==> src/hdl/cntc_pkg.sv <==
`timescale 1ns / 1ps
// ----------------------------------------------------------------------------
// Checked numeric type cast package
// Type tags, status codes and the payload types shared by the block.
// ----------------------------------------------------------------------------
package cntc_pkg;
	localparam logic [2:0] TAG_NULL  = 3'd0;
	localparam logic [2:0] TAG_S64   = 3'd1;
	localparam logic [2:0] TAG_U64   = 3'd2;
	localparam logic [2:0] TAG_DBL   = 3'd3;
	localparam logic [2:0] TAG_OTHER = 3'd4;

	localparam logic [1:0] ST_OK          = 2'd0;
	localparam logic [1:0] ST_INEXACT     = 2'd1;
	localparam logic [1:0] ST_OVER_MAX    = 2'd2;
	localparam logic [1:0] ST_UNSUPPORTED = 2'd3;

	typedef struct packed {
		logic [2:0]  source_type;
		logic [63:0] source_bits;
		logic [2:0]  target_type;
	} cast_in_t;

	typedef struct packed {
		logic [2:0]  result_type;
		logic [63:0] result_bits;
		logic [1:0]  cast_status;
	} cast_out_t;
endpackage

==> src/hdl/cntc_if.sv <==
`timescale 1ns / 1ps
// ----------------------------------------------------------------------------
// Cast channel interfaces
// Valid/ready channels for input and result items.
// ----------------------------------------------------------------------------
interface cntc_in_if;
	logic               valid;
	logic               ready;
	cntc_pkg::cast_in_t payload;
	modport source (output valid, output payload, input ready);
	modport sink (input valid, input payload, output ready);
endinterface

interface cntc_out_if;
	logic                valid;
	logic                ready;
	cntc_pkg::cast_out_t payload;
	modport source (output valid, output payload, input ready);
	modport sink (input valid, input payload, output ready);
endinterface

==> src/hdl/checked_numeric_type_cast.sv <==
`timescale 1ns / 1ps
// ----------------------------------------------------------------------------
// Checked numeric type cast
// Converts a typed 64-bit value between signed, unsigned and double forms
// and reports a status: exact, inexact, over the maximum or unsupported.
// ----------------------------------------------------------------------------
// Channel   Direction  Content
// in_ch     sink       source_type, source_bits, target_type
// out_ch    source     result_type, result_bits, cast_status
//
// One item per cycle while the output is not stalled; an item passes stages 1 to 4 in order.
// Stage 1 decodes the pair and takes the integer magnitude, stage 2 counts
// leading zeros, stage 3 normalizes, unpacks the double and checks, stage 4 packs.
// Reset clears the valid bits only. A stall at the output holds every stage
// whose successor is full; nothing is lost or repeated.
module checked_numeric_type_cast (
	input logic clk,
	input logic arst_n,
	cntc_in_if.sink in_ch,
	cntc_out_if.source out_ch
);
	import cntc_pkg::*;

	logic v_s1, v_s2, v_s3, v_s4;
	logic en1, en2, en3, en4;

	assign en4 = !v_s4 || out_ch.ready;
	assign en3 = !v_s3 || en4;
	assign en2 = !v_s2 || en3;
	assign en1 = !v_s1 || en2;
	assign in_ch.ready = en1;

	always_ff @(posedge clk or negedge arst_n) begin
		if (!arst_n) begin
			v_s1 <= 1'b0;
			v_s2 <= 1'b0;
			v_s3 <= 1'b0;
			v_s4 <= 1'b0;
		end else begin
			if (en1) v_s1 <= in_ch.valid;
			if (en2) v_s2 <= v_s1;
			if (en3) v_s3 <= v_s2;
			if (en4) v_s4 <= v_s3;
		end
	end

	// Operation classes decided in stage 1.
	localparam logic [2:0] OP_PASS = 3'd0;
	localparam logic [2:0] OP_FAIL = 3'd1;
	localparam logic [2:0] OP_I2D  = 3'd2;
	localparam logic [2:0] OP_D2I  = 3'd3;
	localparam logic [2:0] OP_U2S  = 3'd4;

	cast_in_t pin;
	logic [2:0] op_c;
	logic [1:0] fst_c;
	logic       neg_c;
	logic [63:0] mag_c;

	assign pin = in_ch.payload;

	always_comb begin
		op_c = OP_FAIL;
		fst_c = ST_UNSUPPORTED;
		if (pin.source_type > TAG_OTHER || pin.target_type > TAG_OTHER) begin
			op_c = OP_FAIL;
		end else if (pin.source_type == pin.target_type || pin.source_type == TAG_NULL) begin
			op_c = OP_PASS;
		end else if (pin.source_type == TAG_S64 && pin.target_type == TAG_U64) begin
			op_c = OP_PASS;
		end else if (pin.source_type == TAG_U64 && pin.target_type == TAG_S64) begin
			op_c = OP_U2S;
		end else if ((pin.source_type == TAG_S64 || pin.source_type == TAG_U64)
				&& pin.target_type == TAG_DBL) begin
			op_c = OP_I2D;
		end else if (pin.source_type == TAG_DBL
				&& (pin.target_type == TAG_S64 || pin.target_type == TAG_U64)) begin
			op_c = OP_D2I;
		end
		neg_c = pin.source_type == TAG_S64 && pin.source_bits[63];
		mag_c = neg_c ? (~pin.source_bits + 64'd1) : pin.source_bits;
	end

	// Stage 1 registers.
	cast_in_t    in_s1;
	logic [2:0]  op_s1;
	logic [1:0]  fst_s1;
	logic        neg_s1;
	logic [63:0] mag_s1;

	always_ff @(posedge clk) begin
		if (en1) begin
			in_s1 <= pin;
			op_s1 <= op_c;
			fst_s1 <= fst_c;
			neg_s1 <= neg_c;
			mag_s1 <= mag_c;
		end
	end

	// Stage 2: leading zero count of the integer magnitude.
	logic [6:0] lz_c;
	always_comb begin
		lz_c = 7'd64;
		for (int i = 0; i < 64; i++) begin
			if (mag_s1[i]) lz_c = 7'(63 - i);
		end
	end

	cast_in_t    in_s2;
	logic [2:0]  op_s2;
	logic [1:0]  fst_s2;
	logic        neg_s2;
	logic [63:0] mag_s2;
	logic [6:0]  lz_s2;

	always_ff @(posedge clk) begin
		if (en2) begin
			in_s2 <= in_s1;
			op_s2 <= op_s1;
			fst_s2 <= fst_s1;
			neg_s2 <= neg_s1;
			mag_s2 <= mag_s1;
			lz_s2 <= lz_c;
		end
	end

	// Stage 3: normalize integer, shift double mantissa, check exactness.
	logic [63:0] norm_c;
	logic        i2d_ok_c;
	logic [10:0] ex_c;
	logic [52:0] man_c;
	logic [63:0] ival_c;
	logic        d2i_ok_c;
	logic [11:0] sh_c;

	always_comb begin
		norm_c = mag_s2 << lz_s2[5:0];
		// Exact when no bits below the 53 kept bits.
		i2d_ok_c = (norm_c[10:0] == 11'd0);
		ex_c = in_s2.source_bits[62:52];
		man_c = {1'b1, in_s2.source_bits[51:0]};
		ival_c = 64'd0;
		d2i_ok_c = 1'b0;
		sh_c = 12'd0;
		if (ex_c == 11'd0) begin
			d2i_ok_c = (in_s2.source_bits[51:0] == 52'd0);
			ival_c = 64'd0;
		end else if (ex_c >= 11'd1023 && ex_c <= 11'd1023 + 11'd63) begin
			sh_c = {1'b0, ex_c} - 12'd1023;
			if (sh_c >= 12'd52) begin
				ival_c = {11'd0, man_c} << (sh_c[5:0] - 6'd52);
				d2i_ok_c = 1'b1;
			end else begin
				ival_c = {11'd0, man_c} >> (6'd52 - sh_c[5:0]);
				d2i_ok_c = ((man_c << (sh_c[5:0] + 6'd1)) & {53{1'b1}}) == 53'd0;
			end
			if (in_s2.target_type == TAG_S64) begin
				if (in_s2.source_bits[63])
					d2i_ok_c = d2i_ok_c && (sh_c < 12'd63
						|| in_s2.source_bits[51:0] == 52'd0);
				else
					d2i_ok_c = d2i_ok_c && sh_c < 12'd63;
			end else begin
				d2i_ok_c = d2i_ok_c && !in_s2.source_bits[63];
			end
		end
	end

	cast_in_t    in_s3;
	logic [2:0]  op_s3;
	logic [1:0]  fst_s3;
	logic        neg_s3;
	logic [63:0] norm_s3;
	logic [6:0]  lz_s3;
	logic        i2d_ok_s3;
	logic [63:0] ival_s3;
	logic        d2i_ok_s3;

	always_ff @(posedge clk) begin
		if (en3) begin
			in_s3 <= in_s2;
			op_s3 <= op_s2;
			fst_s3 <= fst_s2;
			neg_s3 <= neg_s2;
			norm_s3 <= norm_c;
			lz_s3 <= lz_s2;
			i2d_ok_s3 <= i2d_ok_c;
			ival_s3 <= ival_c;
			d2i_ok_s3 <= d2i_ok_c;
		end
	end

	// Stage 4: pack the result and select.
	cast_out_t res_c;
	logic [10:0] bexp_c;
	logic [63:0] dbl_c;

	always_comb begin
		bexp_c = 11'd1086 - {4'd0, lz_s3};
		if (lz_s3 == 7'd64) dbl_c = {neg_s3, 63'd0};
		else dbl_c = {neg_s3, bexp_c, norm_s3[62:11]};
		res_c.result_type = in_s3.source_type;
		res_c.result_bits = in_s3.source_bits;
		res_c.cast_status = fst_s3;
		case (op_s3)
			OP_PASS: begin
				res_c.result_type = (in_s3.source_type == TAG_NULL) ? TAG_NULL
					: in_s3.target_type;
				res_c.cast_status = ST_OK;
			end
			OP_U2S: begin
				if (in_s3.source_bits[63]) begin
					res_c.cast_status = ST_OVER_MAX;
				end else begin
					res_c.result_type = TAG_S64;
					res_c.cast_status = ST_OK;
				end
			end
			OP_I2D: begin
				if (i2d_ok_s3) begin
					res_c.result_type = TAG_DBL;
					res_c.result_bits = dbl_c;
					res_c.cast_status = ST_OK;
				end else begin
					res_c.cast_status = ST_INEXACT;
				end
			end
			OP_D2I: begin
				if (d2i_ok_s3) begin
					res_c.result_type = in_s3.target_type;
					res_c.result_bits = in_s3.source_bits[63] ? (~ival_s3 + 64'd1)
						: ival_s3;
					res_c.cast_status = ST_OK;
				end else begin
					res_c.cast_status = ST_INEXACT;
				end
			end
			default: res_c.cast_status = ST_UNSUPPORTED;
		endcase
	end

	cast_out_t res_s4;
	always_ff @(posedge clk) begin
		if (en4) res_s4 <= res_c;
	end

	assign out_ch.valid = v_s4;
	assign out_ch.payload = res_s4;
endmodule
==> src/flat_wrapper.sv <==
// flat-port wrapper written by rule: the top's interface ports become plain ports
module checked_numeric_type_cast_flat import cntc_pkg::*;
  (clk, arst_n, in_ch_valid, in_ch_payload, in_ch_ready, out_ch_valid, out_ch_payload, out_ch_ready);
  cntc_in_if in_ch_i ();
  cntc_out_if out_ch_i ();
  input logic clk;
  input logic arst_n;
  input wire logic [$bits(in_ch_i.valid)-1:0] in_ch_valid;
  input wire logic [$bits(in_ch_i.payload)-1:0] in_ch_payload;
  output wire logic [$bits(in_ch_i.ready)-1:0] in_ch_ready;
  output wire logic [$bits(out_ch_i.valid)-1:0] out_ch_valid;
  output wire logic [$bits(out_ch_i.payload)-1:0] out_ch_payload;
  input wire logic [$bits(out_ch_i.ready)-1:0] out_ch_ready;
  assign in_ch_i.valid = in_ch_valid;
  assign in_ch_i.payload = in_ch_payload;
  assign in_ch_ready = in_ch_i.ready;
  assign out_ch_valid = out_ch_i.valid;
  assign out_ch_payload = out_ch_i.payload;
  assign out_ch_i.ready = out_ch_ready;
  checked_numeric_type_cast u_core (.clk(clk), .arst_n(arst_n), .in_ch(in_ch_i), .out_ch(out_ch_i));
endmodule
==> config.mk <==
export PLATFORM = sky130hd
export DESIGN_NAME = checked_numeric_type_cast_flat
export DESIGN_NICKNAME = d
export VERILOG_FILES = /design/src/hdl/cntc_pkg.sv /design/src/hdl/cntc_if.sv /design/src/hdl/checked_numeric_type_cast.sv /design/src/flat_wrapper.sv
export SDC_FILE = /design/constraint.sdc
export NUM_CORES = 2
export LEC_CHECK = 0
export ABC_CLOCK_PERIOD_IN_PS = 8200
export BUFFER_PORTS_ARGS = -buffer_cell sky130_fd_sc_hd__buf_2
export CAP_MARGIN = 5
export CORE_ASPECT_RATIO = 1.25
export CORE_UTILIZATION = 45
export DETAILED_ROUTE_END_ITERATION = 12
export PLACE_DENSITY = 0.72
export SETUP_SLACK_MARGIN = 0.05
export SKIP_CTS_REPAIR_TIMING = 1
export SLEW_MARGIN = 0
export SYNTH_ARGS = -nofsm -noshare
export SYNTH_HDL_FRONTEND = slang
export SYNTH_SLANG_ARGS = --single-unit
==> constraint.sdc <==
create_clock -name clk -period 8.2 [get_ports clk]
set_input_delay 0.41 -clock clk [delete_from_list [all_inputs] [get_ports clk]]
set_output_delay 0.41 -clock clk [all_outputs]
set_load 0.02 [all_outputs]
== After elaboration in Yosys (flattened, before gate mapping) ==
Index checks and enable logic that the tools add are counted.
Word-level totals
  ROM bits: 0
  memories: 0
  bits in registers: 566
  bits in writable memories: 0
  bits in latches: 0
  word-level logic and storage cells: 198
  bits of input ports: 74
  output and inout bits: 71
Cells by class
  multiplexer cells: 89
  bitwise logic cells: 3
  $mul: 0
  shift-type cells: 4
  div/mod/pow operators: 0
  reduce and logical (&&, ||, !) cells: 39
  magnitude comparators: 6
  add/subtract/negate cells: 7
  equal/unequal tests: 12
Operators by type and width (count)
  $mux W64: 3
  $mux W6: 31
  $mux W67: 2
  $add A64 B1 Y64 const B: 2
  $not A64 Y64: 2
  $pmux W64 S2: 1
  $mux W5: 16
  $shl A53 B6 Y64: 1
  $shl A64 B6 Y63: 1
  $shr A53 B6 Y64: 1
  $mux W63: 1
  $reduce_or A63 Y1: 1
  $logic_not A53 Y1: 1
  $shl A53 B6 Y53: 1
  $logic_not A52 Y1: 1
  $mux W4: 8
  $reduce_or A32 Y1: 1
  $mux W3: 8
  $logic_not A11 Y1: 2
  $eq A3 B2 Y1 const B: 6
  $reduce_or A16 Y1: 1
  $ge A12 B6 Y1 const B: 1
  $lt A12 B6 Y1 const B: 1
  $mux W1: 12
  other kinds (25): 55

== Depth between registers and ports, before layout ==
  depth after elaboration: 63
  gate-level depth with buffers: 20
  gate-level depth less buffers: 13

== Worst setup path after synthesis ==
OpenSTA, ideal clock, no wires.
  path kind: register to register
  start point: reg u_core.v_s4, in the netlist u_core.out_ch.valid
  end point: reg u_core.in_s1[0] (netlist bit), enable pin
  data arrival time: 4.657 ns
  setup slack: 1.674 ns
  setup time: 1.869 ns
  clock period less this slack: 6.526 ns
  stages on the path, launching flop included: 3
  buffers on the path: 0
  data required time: 6.331 ns
  cell sequence: dfrtp_1 -> nor2b_1 -> nand4_1
Between the ends
  word-level cells in the longest chain between the ends: 5
RTL lines
  from (decl): line checked_numeric_type_cast.sv:24  | logic v_s1, v_s2, v_s3, v_s4;
  from (signal assigned): line checked_numeric_type_cast.sv:43  | if (en4) v_s4 <= v_s3;
  $logic_not A1 Y1: line checked_numeric_type_cast.sv:27  | assign en4 = !v_s4 || out_ch.ready;
  $logic_or A1 B1 Y1: line checked_numeric_type_cast.sv:27
  $logic_or A1 B1 Y1: line checked_numeric_type_cast.sv:28  | assign en3 = !v_s3 || en4;
  $logic_or A1 B1 Y1: line checked_numeric_type_cast.sv:29  | assign en2 = !v_s2 || en3;
  $logic_or A1 B1 Y1: line checked_numeric_type_cast.sv:30  | assign en1 = !v_s1 || en2;
  net in_ch_ready: line flat_wrapper.sv:10  | output wire logic [$bits(in_ch_i.ready)-1:0] in_ch_ready;
  to (signal assigned): line checked_numeric_type_cast.sv:93  | in_s1 <= pin;
  to (decl): line checked_numeric_type_cast.sv:85  | cast_in_t in_s1;
The timed path passes the listed nets, and every way through them passes these cells.
A chain may end at the register's enable or synchronous reset.

== Final worst setup path ==
  start point: reg u_core.in_s2 (netlist bit u_core.ex_c[0])
  end point: reg u_core.ival_s3[49], data pin
Between the ends
  word-level cells in the longest chain between the ends: 4
  elaborated cells between the ends (all ways): 13
  classes of those cells: 3 x add/sub; 3 x order compare; 2 x shift; 1 x mux; 1 x bitwise; 3 x reduce/logical
RTL lines
  from (decl): line checked_numeric_type_cast.sv:110  | cast_in_t in_s2;
  from (signal assigned): line checked_numeric_type_cast.sv:119  | in_s2 <= in_s1;
  $sub A11 B10 Y12 (tied with other cells): line checked_numeric_type_cast.sv:150  | sh_c = {1'b0, ex_c} - 12'd1023;
  $sub A6 B6 Y6 (tied with other cells): line checked_numeric_type_cast.sv:155  | ival_c = {11'd0, man_c} >> (6'd52 - sh_c[5:0]);
  $shr A53 B6 Y64 (tied with other cells): line checked_numeric_type_cast.sv:155
  $mux W64 or $reduce_or A2 Y1 (tied branches)
  to (signal assigned): line checked_numeric_type_cast.sv:189  | ival_s3 <= ival_c;
  to (decl): line checked_numeric_type_cast.sv:177  | logic [63:0] ival_s3;
Several ways; a longest one is shown, not always the timed one.

==> flow_summary.ini <==
[cts]
cts_made_buffers = 54
cts_root_buffer = clkbuf_16
cts_buffer_depth = 3
cts_max_level = 2
tritoncts = built
path_clk_slew_ps = 60
clk-insertion-delay-late_ps = 660
clkSinkCount = 552

[floorplanning]
core_sq_um = 75000
pin_count = 145
die_x_microns = 249
fp-row-count = 112
initial_core_util_pct = 45.7
dieArea_sq_um = 77300
die_y_microns = 311

[final_layout]
drive_gt1_share_pct = 15.7
finalNetCount = 3350
syn2layout_area_growth_pct = 10.2
fillers = 6650

[synthesis]
synth-edff-count = 548
synthSimpleGateAreaFrac_pct = 13.4
syn_inst = 3240
synthXorXnorAreaFrac_pct = 3.42
synthDistinctLibCells = 82
synth_top_family_by_area = multiplexers
yosysWarnings = 0
ys_seq_elements = 552
synthesis.nets = 3329
seq_area_frac_synth_pct = 48.3
synthesis.area_sq_um = 34300
syn_avg_cell_area_sq_um = 10.6
async_flop_share_pct = 0.725
synth-compound-area-share_pct = 15.1
synthMuxAreaShare_pct = 16.0
synth_ff_type = edfxtp_1
synthAdderAreaFrac_pct = 0.548

[detailed_routing]
routed_wl_microns = 129000
drc = 0
final_antenna_net_count = 0
vias_per_cell = 6.71
wire_per_inst_microns = 30.1
vias = 28664
drtPass1Iterations = 8
drt_iter0_drc = 4155

[power]
ir_drop_mv = 0.190
leakage_nw = 13.8
powerDensity_nw_per_um2 = 299

[timing]
tightest_slew_ps = 1210
setup_ws_ps = 2380
layout_min_cycle_time_ps = 5820
setup_tns_ps = 0
drv_slew = 0
relSlewSlack_pct = 19.6
hold_viol_final = 0
fin_skew_ps = 56.9
rsz0062_at_grt = no
setup_viol = 0
fin_crit_sh_pct = 71.0
fmaxAchievable_mhz = 172

[worst_setup_path]
cp_max_fo = 152
crit_chain = buf_12 > inv_2 > ha_4 > buf_4 > buf_4 > mux2i_1 > mux2_2 > mux2i_1 > o21ai_0 > o21ai_0 > o211ai_1 > a21boi_0 > nor2_1
arrival_ps = 6160
crit_path_start_kind = flip-flop
path_buf_inv = 4
slowest_delay_ps = 770
end_kind = flip-flop
cp_top_family = buffers and inverters
cp.depth = 13
critPathSlowestCell = buf_4
worstPathRequired_ps = 8540
crit_type = reg2reg
rr_worst_depth = 13

[global_routing]
grt_pass1_wl_microns = 183000
grt_overflow = 0
track_usage_pct = 32.3
grt_pass1_vias = 25921
antenna_found_initial = 10
grt_max_degree = 179

[placement]
dp_slack_ps = 2590
gp_congestion = 1.08
dpl.hpwl_microns = 95000
io_buffer_count = 144

[worst_hold_path]
min-delay-path-class = in2reg
hold_path_depth = 1

[run_status]
status = complete, no violations

[run]
drv_cap = 0
## metal layers
layer	routed length, microns	up-vias	track usage [%]
met5	52	-	0
met4	9080	8	19.6
met3	13700	412	5.51
met2	56200	2022	48.4
met1	49700	13800	43.9
li1	-	12422	-
## where the power goes
group	internal, mW	leakage [nW]	switching (mW)
clock	1.44	0.856	1.14
sequential	3.68	5.70	0.529
combinational	1.61	7.23	2.91
total	6.73	13.8	4.58
## synthesized netlist by cell type, drive strengths merged, types with 7 or more instances
cell | instances | share of area (%)
nand2b | 33 | 0.60
a21o | 7 | 0.15
xor2 | 85 | 2.2
nor2b | 26 | 0.47
o41ai | 17 | 0.43
nand2 | 287 | 3.1
mux2i | 221 | 6.5
mux4 | 90 | 5.9
a31oi | 33 | 0.60
nor2 | 349 | 3.8
nor4 | 46 | 0.92
xnor2 | 49 | 1.3
or2 | 10 | 0.18
inv | 51 | 0.56
and3 | 8 | 0.15
nand4 | 13 | 0.24
a22oi | 78 | 1.7
or4 | 19 | 0.44
ha | 15 | 0.55
nor3b | 10 | 0.22
clkbuf | 186 | 2.0
buf | 55 | 0.64
o21ai | 245 | 3.6
edfxtp | 548 | 48
a22o | 10 | 0.26
a21boi | 7 | 0.15
o31ai | 36 | 0.79
and2 | 20 | 0.37
o22ai | 45 | 0.82
nor3 | 77 | 1.1
or3 | 13 | 0.25
mux2 | 110 | 3.6
a211oi | 40 | 0.88
nand3 | 59 | 0.86
o211ai | 26 | 0.57
a21oi | 204 | 3.0
## state kept, by name, summed over array words and instances, names as in the netlist, 3 cells and up
register / count
u_core.ex_c: 11
u_core.in_s1: 69
u_core.in_s2: 59
u_core.in_s3: 70
u_core.ival_s3: 64
u_core.lz_s2: 7
u_core.lz_s3: 7
u_core.mag_s1: 64
u_core.mag_s2: 62
u_core.norm_s3: 52
u_core.op_s1: 3
u_core.op_s2: 3
u_core.op_s3: 3
u_core.out_ch.payload: 69
## layout by cell type (no fill, tap or decap), types with 11 or more instances in the layout
master,Yosys,final
edfxtp_1,548,548
nor2_1,349,347
nand2_1,287,285
o21ai_0,245,245
mux2i_1,221,221
a21oi_1,204,204
buf_2,11,144
mux2_2,110,110
mux4_2,90,90
xor2_1,85,83
a22oi_1,78,78
nor3_1,76,75
nand3_1,59,57
clkbuf_16,0,54
inv_1,49,47
xnor2_1,49,46
buf_4,0,46
o22ai_1,45,45
nor4_1,43,43
a211oi_1,40,40
o31ai_1,36,36
nand2b_1,33,33
a31oi_1,33,32
nor2b_1,26,26
o211ai_1,26,26
and2_1,19,18
or4_1,17,17
o41ai_1,17,17
nand4_1,13,13
dlygate4sd3_1,0,13
or3_1,12,12
clkinv_1,3,12
ha_1,15,11
## cell type report
cell class | instances | area, sq um | area share, %
Clock inverter | 35 | 442 | 1.17
Inverter | 54 | 203 | 0.537
Multi-Input combinational cell | 2393 | 16700 | 44.3
Tap cell | 969 | 1210 | 3.21
Timing Repair Buffer | 206 | 1260 | 3.33
Antenna cell | 1 | 2.50 | 0.00662
Clock buffer | 62 | 1380 | 3.66
Sequential cell | 552 | 16600 | 43.8
## cell families (layout without fill, tap and decap cells)
family                     count (synthesis)  after routing
AOI/OAI and AO/OA                        832            832
other                                      0              1
and+or+nand+nor                          991            991
muxes                                    421            421
buffers and inverters                    295            357
DFF                                      552            552
xor gates and xnor gates                 134            134
adders and majority gates                 15             15
## worst paths after layout
check                                  start                 end  slack (ps)
setup / recovery              u_core.ex_c[0]  u_core.ival_s3[49]        2380
hold / removal             in_ch_payload[16]    u_core.in_s1[16]          20
setup reg to reg              u_core.ex_c[0]  u_core.ival_s3[49]        2380
hold reg to reg             u_core.in_s1[15]    u_core.in_s2[15]         360
max in group asynchronous             arst_n         u_core.v_s3        7970
min in group asynchronous             arst_n         u_core.v_s1         100
## stage by stage
| step | cells | power, mW | utilization (%) | hold WS (ps) | area [sq um] |
|---|---|---|---|---|---|
| 3_3_place_gp | 4161 | 8.60 | 47.8 | 218 | 35800 |
| 2_1_floorplan | 3240 | 7.02 | - | 114 | 34300 |
| 5_1_grt | 4271 | 11.7 | 50.4 | 6.47 | 37800 |
| 6_report | 4272 | 11.3 | 50.4 | 16.7 | 37800 |
| 4_1_cts | 4258 | 11.1 | 50.2 | -464 | 37600 |
| 3_5_place_dp | 4161 | 8.59 | 47.8 | 219 | 35800 |
No activity file was read; power rests on OpenSTA's default activity.
